===== src/assert_macros.svh =====
// ----------------------------------------------------------------------------
// assert_macros.svh
// Assertion helpers shared by the lock RTL; empty when synthesizing.
// ----------------------------------------------------------------------------
`ifndef ASSERT_MACROS_SVH
`define ASSERT_MACROS_SVH

`ifndef SYNTHESIS

// same-cycle implication
`define ASSERT_IMPLIES(label, clk, rst, ante, cons) \
   label: assert property (@(posedge clk) disable iff (rst) (ante) |-> (cons)) \
      else $error("assertion failed");

// next-cycle implication
`define ASSERT_NEXT(label, clk, rst, ante, cons) \
   label: assert property (@(posedge clk) disable iff (rst) (ante) |=> (cons)) \
      else $error("assertion failed");

`else

`define ASSERT_IMPLIES(label, clk, rst, ante, cons)
`define ASSERT_NEXT(label, clk, rst, ante, cons)

`endif

`endif


===== src/kcl_pkg.sv =====
// ----------------------------------------------------------------------------
// kcl_pkg
// Shared types, codes and constants of the keypad code lock.
// ----------------------------------------------------------------------------
package kcl_pkg;

   // field widths fixed by the interface
   localparam int CODE_W    = 14;
   localparam int KEY_W     = 4;
   localparam int FAIL_W    = 4;
   localparam int DIGITS_W  = 3;
   localparam int EVENT_W   = 3;
   localparam int MOTOR_W   = 2;
   localparam int CSR_IDX_W = 2;

   // default number of digits in a code
   localparam int CODE_DIGITS_DEF = 4;

   // key codes
   localparam logic [KEY_W-1:0] KEY_ENTER     = 4'd10;
   localparam logic [KEY_W-1:0] KEY_DIGIT_MIN = 4'd1;
   localparam logic [KEY_W-1:0] KEY_DIGIT_MAX = 4'd9;

   // failure counter saturation
   localparam logic [FAIL_W-1:0] FAIL_MAX = 4'd15;

   // register reset values
   localparam logic [CODE_W-1:0] OPEN_CODE_RST    = 14'd4321;
   localparam logic [CODE_W-1:0] CLOSE_CODE_RST   = 14'd8765;
   localparam logic [FAIL_W-1:0] MAX_FAILURES_RST = 4'd3;

   // register indexes
   localparam logic [CSR_IDX_W-1:0] CSR_OPEN_CODE    = 2'd0;
   localparam logic [CSR_IDX_W-1:0] CSR_CLOSE_CODE   = 2'd1;
   localparam logic [CSR_IDX_W-1:0] CSR_MAX_FAILURES = 2'd2;

   typedef enum logic [EVENT_W-1:0] {
      EVT_IGNORED = 3'd0,
      EVT_DIGIT   = 3'd1,
      EVT_FULL    = 3'd2,
      EVT_CORRECT = 3'd3,
      EVT_WRONG   = 3'd4,
      EVT_ALARM   = 3'd5
   } event_type;

   typedef enum logic [MOTOR_W-1:0] {
      MOTOR_NONE  = 2'd0,
      MOTOR_OPEN  = 2'd1,
      MOTOR_CLOSE = 2'd2
   } motor_type;

   // configuration registers as seen by the core
   typedef struct packed {
      logic [CODE_W-1:0] open_code;
      logic [CODE_W-1:0] close_code;
      logic [FAIL_W-1:0] max_failures;
   } cfg_type;

   // one result transaction
   typedef struct packed {
      event_type           evt;
      motor_type           motor;
      logic                locked;
      logic [DIGITS_W-1:0] digits;
      logic [FAIL_W-1:0]   failures;
   } result_type;

endpackage


===== src/kcl_core.sv =====
// ----------------------------------------------------------------------------
// kcl_core
// Lock state and per-key update: entry buffers, failure counter, door state.
// ----------------------------------------------------------------------------
`include "assert_macros.svh"

module kcl_core #(
   parameter int CODE_DIGITS = kcl_pkg::CODE_DIGITS_DEF
) (
   input  logic                             clock,
   input  logic                             reset,
   input  kcl_pkg::cfg_type                 cfg,
   input  logic                             step_en,
   input  logic                             req_side,
   input  logic [kcl_pkg::KEY_W-1:0]        req_key,
   output kcl_pkg::result_type              res
);
   import kcl_pkg::*;

   localparam int ENTRY_W = $clog2(10 ** CODE_DIGITS);
   localparam int CNT_W   = $clog2(CODE_DIGITS + 1);
   localparam int CMP_W   = (ENTRY_W > CODE_W) ? ENTRY_W : CODE_W;
   localparam logic [CNT_W-1:0] CNT_FULL = CNT_W'(CODE_DIGITS);

   // state registers
   logic               last_out_ff, last_out_in;
   logic [ENTRY_W-1:0] out_entry_ff, out_entry_in;
   logic [CNT_W-1:0]   out_cnt_ff, out_cnt_in;
   logic [ENTRY_W-1:0] in_entry_ff, in_entry_in;
   logic [CNT_W-1:0]   in_cnt_ff, in_cnt_in;
   logic [FAIL_W-1:0]  fail_ff, fail_in;
   logic               locked_ff, locked_in;

   // working values
   logic               now_out;
   logic               side_change;
   logic [ENTRY_W-1:0] cur_entry, new_entry;
   logic [CNT_W-1:0]   cur_cnt, new_cnt;
   logic [CODE_W-1:0]  code_sel;
   logic               match;
   logic               is_digit;
   logic [ENTRY_W+3:0] entry_x10;

   assign now_out     = ~req_side;
   assign side_change = (now_out != last_out_ff);
   assign cur_entry   = side_change ? '0 : (req_side ? in_entry_ff : out_entry_ff);
   assign cur_cnt     = side_change ? '0 : (req_side ? in_cnt_ff : out_cnt_ff);
   assign code_sel    = req_side ? cfg.close_code : cfg.open_code;
   assign match       = (cur_cnt == CNT_FULL) &&
                        (CMP_W'(cur_entry) == CMP_W'(code_sel));
   assign is_digit    = (req_key >= KEY_DIGIT_MIN) && (req_key <= KEY_DIGIT_MAX);

   // entry times ten plus the new digit
   assign entry_x10 = ((ENTRY_W+4)'(cur_entry) << 3) + ((ENTRY_W+4)'(cur_entry) << 1)
                      + (ENTRY_W+4)'(req_key);

   // key decode and next state
   always_comb begin
      new_entry  = cur_entry;
      new_cnt    = cur_cnt;
      fail_in    = fail_ff;
      locked_in  = locked_ff;
      res.evt    = EVT_IGNORED;
      res.motor  = MOTOR_NONE;
      if (req_key == KEY_ENTER) begin
         if (match) begin
            res.evt = EVT_CORRECT;
            if (!req_side && locked_ff) begin
               res.motor = MOTOR_OPEN;
               locked_in = 1'b0;
            end else if (req_side && !locked_ff) begin
               res.motor = MOTOR_CLOSE;
               locked_in = 1'b1;
            end
         end else begin
            res.evt   = EVT_WRONG;
            new_entry = '0;
            new_cnt   = '0;
            if (fail_ff != FAIL_MAX) begin
               fail_in = fail_ff + 1'b1;
            end
         end
      end else if (fail_ff >= cfg.max_failures) begin
         res.evt = EVT_ALARM;
         fail_in = '0;
      end else if (is_digit) begin
         if (cur_cnt < CNT_FULL) begin
            res.evt   = EVT_DIGIT;
            new_entry = entry_x10[ENTRY_W-1:0];
            new_cnt   = cur_cnt + 1'b1;
         end else begin
            res.evt = EVT_FULL;
         end
      end
      res.locked   = locked_in;
      res.digits   = DIGITS_W'(new_cnt);
      res.failures = fail_in;
   end

   // write back to the pressed side, clear the other side on a side change
   always_comb begin
      last_out_in  = now_out;
      out_entry_in = side_change ? '0 : out_entry_ff;
      out_cnt_in   = side_change ? '0 : out_cnt_ff;
      in_entry_in  = side_change ? '0 : in_entry_ff;
      in_cnt_in    = side_change ? '0 : in_cnt_ff;
      if (req_side) begin
         in_entry_in = new_entry;
         in_cnt_in   = new_cnt;
      end else begin
         out_entry_in = new_entry;
         out_cnt_in   = new_cnt;
      end
   end

   // control state
   always_ff @(posedge clock) begin
      if (reset) begin
         last_out_ff  <= 1'b0;
         out_entry_ff <= '0;
         out_cnt_ff   <= '0;
         in_entry_ff  <= '0;
         in_cnt_ff    <= '0;
         fail_ff      <= '0;
         locked_ff    <= 1'b1;
      end else if (step_en) begin
         last_out_ff  <= last_out_in;
         out_entry_ff <= out_entry_in;
         out_cnt_ff   <= out_cnt_in;
         in_entry_ff  <= in_entry_in;
         in_cnt_ff    <= in_cnt_in;
         fail_ff      <= fail_in;
         locked_ff    <= locked_in;
      end
   end

   // checks
   `ASSERT_IMPLIES(a_out_cnt_bound, clock, reset, 1'b1, out_cnt_ff <= CNT_FULL)
   `ASSERT_IMPLIES(a_in_cnt_bound, clock, reset, 1'b1, in_cnt_ff <= CNT_FULL)
   `ASSERT_IMPLIES(a_one_side, clock, reset, out_cnt_ff != '0, in_cnt_ff == '0)
   `ASSERT_NEXT(a_alarm_clr, clock, reset, step_en && (res.evt == EVT_ALARM), fail_ff == '0)
   `ASSERT_NEXT(a_open_door, clock, reset, step_en && (res.motor == MOTOR_OPEN), !locked_ff)

endmodule


===== src/keypad_code_lock_top.sv =====
// ----------------------------------------------------------------------------
// keypad_code_lock_top
// Two-sided keypad door lock with configurable codes and failure limit.
// ----------------------------------------------------------------------------
// A key transaction's result is registered and valid in the cycle after acceptance.
// Throughput: one key per cycle while rsp_ready holds; the result register frees as it is taken.
// The lock state updates in the same cycle as the result register loads.
// Reset: synchronous, active high; door locked, entries and failures cleared,
// codes back to 4321 / 8765 and failure limit 3.
// ----------------------------------------------------------------------------
module keypad_code_lock_top #(
   parameter int CODE_DIGITS = kcl_pkg::CODE_DIGITS_DEF
) (
   input  logic                             clock,
   input  logic                             reset,
   // key transactions
   input  logic                             req_valid,
   output logic                             req_ready,
   input  logic                             req_side,
   input  logic [kcl_pkg::KEY_W-1:0]        req_key,
   // result transactions
   output logic                             rsp_valid,
   input  logic                             rsp_ready,
   output logic [kcl_pkg::EVENT_W-1:0]      rsp_event_res,
   output logic [kcl_pkg::MOTOR_W-1:0]      rsp_motor_cmd,
   output logic                             rsp_door_locked,
   output logic [kcl_pkg::DIGITS_W-1:0]     rsp_digits_entered,
   output logic [kcl_pkg::FAIL_W-1:0]       rsp_failure_count,
   // configuration writes
   input  logic                             csr_wr_en,
   input  logic [kcl_pkg::CSR_IDX_W-1:0]    csr_index,
   input  logic [kcl_pkg::CODE_W-1:0]       csr_wdata
);
   import kcl_pkg::*;

   cfg_type    cfg_ff;
   result_type res;
   result_type rsp_ff;
   logic       rsp_valid_ff;
   logic       step_en;

   // configuration registers
   always_ff @(posedge clock) begin
      if (reset) begin
         cfg_ff.open_code    <= OPEN_CODE_RST;
         cfg_ff.close_code   <= CLOSE_CODE_RST;
         cfg_ff.max_failures <= MAX_FAILURES_RST;
      end else if (csr_wr_en) begin
         unique case (csr_index)
            CSR_OPEN_CODE:    cfg_ff.open_code    <= csr_wdata;
            CSR_CLOSE_CODE:   cfg_ff.close_code   <= csr_wdata;
            CSR_MAX_FAILURES: cfg_ff.max_failures <= csr_wdata[FAIL_W-1:0];
            default: ;
         endcase
      end
   end

   // accept when the result register is empty or being drained
   assign req_ready = ~rsp_valid_ff | rsp_ready;
   assign step_en   = req_valid & req_ready;

   kcl_core #(
      .CODE_DIGITS (CODE_DIGITS)
   ) u_core (
      .clock    (clock),
      .reset    (reset),
      .cfg      (cfg_ff),
      .step_en  (step_en),
      .req_side (req_side),
      .req_key  (req_key),
      .res      (res)
   );

   // result register valid
   always_ff @(posedge clock) begin
      if (reset) begin
         rsp_valid_ff <= 1'b0;
      end else if (req_ready) begin
         rsp_valid_ff <= req_valid;
      end
   end

   // result register payload
   always_ff @(posedge clock) begin
      if (step_en) begin
         rsp_ff <= res;
      end
   end

   assign rsp_valid          = rsp_valid_ff;
   assign rsp_event_res      = rsp_ff.evt;
   assign rsp_motor_cmd      = rsp_ff.motor;
   assign rsp_door_locked    = rsp_ff.locked;
   assign rsp_digits_entered = rsp_ff.digits;
   assign rsp_failure_count  = rsp_ff.failures;

endmodule


===== config.mk =====
export PLATFORM = sky130hd
export DESIGN_NAME = keypad_code_lock_top
export DESIGN_NICKNAME = d
export VERILOG_FILES = /design/src/kcl_pkg.sv /design/src/kcl_core.sv /design/src/keypad_code_lock_top.sv
export VERILOG_INCLUDE_DIRS = /design/src /design/src/src
export SDC_FILE = /design/constraint.sdc
export NUM_CORES = 1
export LEC_CHECK = 0
export ABC_AREA = 1
export BUFFER_PORTS_ARGS = -buffer_cell sky130_fd_sc_hd__buf_2
export CAP_MARGIN = 20
export CORE_MARGIN = 2
export CORE_UTILIZATION = 50
export CTS_CLUSTER_SIZE = 30
export DETAILED_ROUTE_END_ITERATION = 10
export PLACE_DENSITY = 0.75
export SYNTH_ARGS = -nofsm -noshare
export SYNTH_HDL_FRONTEND = slang
export SYNTH_HIERARCHICAL = 1
export SYNTH_SLANG_ARGS = --single-unit

===== constraint.sdc =====
create_clock -name clock -period 3.4 [get_ports clock]
set_input_delay 0.51 -clock clock [delete_from_list [all_inputs] [get_ports clock]]
set_output_delay 0.51 -clock clock [all_outputs]
set_load 0.01 [all_outputs]

==> metrics.txt <==
final max-slew violation count=0; clk_lat worst skew=350 ps; Total GRT Usage=0.246; area share of the largest cell type after synthesis=0.250; Yosys warning count=6; post-route minimum period=3080 ps; number of hold buffers added after cts=0; die area=12600 sq um; vias in the first global route=5181; Crit Path Category=flip-flop to flip-flop; Rows=39; CTS clock-pin slew for the worst setup and hold paths=70 ps; main flop type after synthesis=dfxtp_1; Max IR drop VDD=0.263 mV; first-pass GRT wire length=25100 microns; ranking of synthesized cells by area=dfxtp_1 (25%), nand2_1 (21%), inv_1 (9.1%); CTS root buf=clkbuf_16; RSZ-0062 raised after global routing=false; worst relative slew slack=0.371; largest net degree at the start of global routing=46; CP max stage delay=410 ps; Final setup viols=0; CTS tree=done; via count=5817; Area Overhead vs Synth=11.2%; Synth Net Count=991; Leakage=3.44 nW; drt drc=0; H-tree depth=3; core area=11400 sq um; total negative setup slack=0 ps; Placed Cells=1101; Layout fillers=1149; global route overflow=0; routed length per instance=13.4 microns; initial antenna violation count=0; ANT nets after route=0; Gate Count Post-Synth=932; Starting Density=0.513; startpoint types=flip-flop; Post-CTS Resized=0; Final Net Count=1028; most frequent cell after synthesis=nand2_1; Initial DRC Count=493; CP Data Arrival Time=3350 ps; Slowest cell on crit path=fa_1; layout cells sized above 1=0.107; Sink Count=86; Pwr Density=421 nW/um^2; # port buffers=40; # Max-Cap Violations=0; clk buf depth=2; Worst Max-Slew Pin Slew=942 ps; Worst Path Buf+Inv=5; Die Y=112 microns; Layout Cells excl Fill=1117; number of synthesized register bits=86; Die Wd=112 microns; post-synthesis sequential area ratio=0.316; # IOs=41; Core Util, Final=0.570; Post-synth ARST share=0; total CTS buffers=9; critical path peak fanout=17; drt total wl=15000 microns; post-DP HPWL=10700 microns; setup repair bufs after CTS=0; status=complete, no violations; pre-CTS WS=27.3 ps; cell taking the most area after synthesis=dfxtp_1; Hold Path Class=primary input to flip-flop; Clock Skews=6.85 ps; WP data required=3680 ps; first-pass iteration count of the detailed router=7; Mapped Area=5860 sq um; mean post-synth cell area=6.28 sq um; crit path cell chain=ha_1 -> inv_1 -> buf_12 -> nand3_1 -> inv_2 -> ha_1 -> ha_1 -> inv_1 -> fa_1 -> o21ai_2 -> a21oi_1 -> inv_1 -> nand2_1 -> nand2_1 -> nand2_1 -> nand3_1 -> nand2_1 -> nand2_1 -> nand2_1 -> a21oi_1; critical path's top delay family=adder cells; CP dominant cell by count=nand2_1; routability cong.=0.961; maximum clock rate=325 MHz; ant diodes=0; final hold violation count=0; Final Cycle Share=0.905; final setup margin=323 ps; crit end category=flip-flop; Synth cell types=38; vias per cell=5.21; Commonest cells post-synth=nand2_1 (332), inv_1 (142), nand3_1 (79); Post-synth EDFFs=13
power by group:
| part | internal [mW] | total, mW | leakage [nW] | switching [mW] |
|---|---|---|---|---|
| logic | 0.222 | 0.639 | 2.57 | 0.417 |
| clock network | 0.546 | 0.983 | 0.142 | 0.437 |
| registers | 1.09 | 1.12 | 0.724 | 0.0276 |
state kept, by name, summed over array words and instances, names as in the netlist:
name	cells
cfg_ff	32
rsp_digits_entered	3
rsp_door_locked	1
rsp_event_res	3
rsp_failure_count	4
rsp_motor_cmd	2
rsp_valid	1
u_core/fail_ff	4
u_core/in_cnt_ff	3
u_core/in_entry_ff	14
u_core/last_out_ff	1
u_core/locked_ff	1
u_core/out_cnt_ff	3
u_core/out_entry_ff	14
routing by layer:
| metal | wire (microns) | track usage | vias up |
|---|---|---|---|
| li1 | - | - | 2991 |
| met1 | 7030 | 0.344 | 2596 |
| met2 | 6710 | 0.384 | 204 |
| met3 | 993 | 0.0367 | 26 |
| met4 | 285 | 0.0919 | 0 |
| met5 | 0 | 0 | - |
placed cells by master (no fill, tap or decap), drive strengths merged:
cell        n
nand2     334
inv       149
nand3      81
nor2       74
dfxtp      73
a21oi      70
buf        67
ha         31
o21ai      18
nand4      14
edfxtp     13
clkbuf     11
o211ai      8
nor3        5
xor2        5
o21bai      4
clkinv      2
xnor2       2
or2         2
a31oi       2
fa          2
a22oi       2
clkinvlp    1
nor4        1
a21boi      1
o21a        1
a21o        1
per-stage QoR:
stage	cell area (sq um)	power [mW]	hold WS (ps)
finish	6510	2.74	397
detailed placement	6220	1.77	442
global placement	6220	1.76	438
CTS	6510	2.75	391
floorplan	5860	1.58	429
global route	6510	2.89	414
worst register-to-register path, stage by stage (launching register included):
cell and delay, ps:
dfxtp_1 330, ha_1 290, inv_1 110, buf_12 180
nand3_1 110, inv_2 80, ha_1 280, ha_1 160
inv_1 60, fa_1 410, o21ai_2 240, a21oi_1 130
inv_1 70, nand2_1 60, nand2_1 60, nand2_1 50
nand3_1 70, nand2_1 50, nand2_1 80, nand2_1 50
a21oi_1 130
layout make-up:
class,instances,area [sq um],area share
inverter,147,554,0.0851
multi-input combinational,658,3220,0.494
sequential,86,1850,0.284
clock inverter,5,40.0,0.00615
tap,143,179,0.0275
clock buffer,11,254,0.0390
timing repair buffer,67,415,0.0638
kinds of logic (layout without fill, tap and decap cells):
| kind of cell | after synthesis | count (layout) | share of synthesized area |
|---|---|---|---|
| AOI/OAI and AO/OA | 107 | 107 | 0.100 |
| DFF | 86 | 86 | 0.316 |
| buffers and inverters | 188 | 230 | 0.136 |
| xor gates and xnor gates | 7 | 7 | 0.0105 |
| and+or+nand+nor | 511 | 511 | 0.364 |
| adders and majority gates | 33 | 33 | 0.0731 |
final timing paths:
path / startpoint / to / slack [ps] / cells past startpoint
max: u_core/last_out_ff$_SDFFE_PP0P_ / u_core/out_entry_ff[12]$_SDFFE_PP0P_ / 320 / 20
min: csr_wdata[11] / cfg_ff[15]$_SDFFE_PP0P_ / 400 / 3
max reg2reg: u_core/last_out_ff$_SDFFE_PP0P_ / u_core/out_entry_ff[12]$_SDFFE_PP0P_ / 320 / 20
min reg2reg: cfg_ff[18]$_SDFFE_PP1P_ / cfg_ff[18]$_SDFFE_PP1P_ / 460 / 2
No activity file was read; power rests on OpenSTA's default activity.
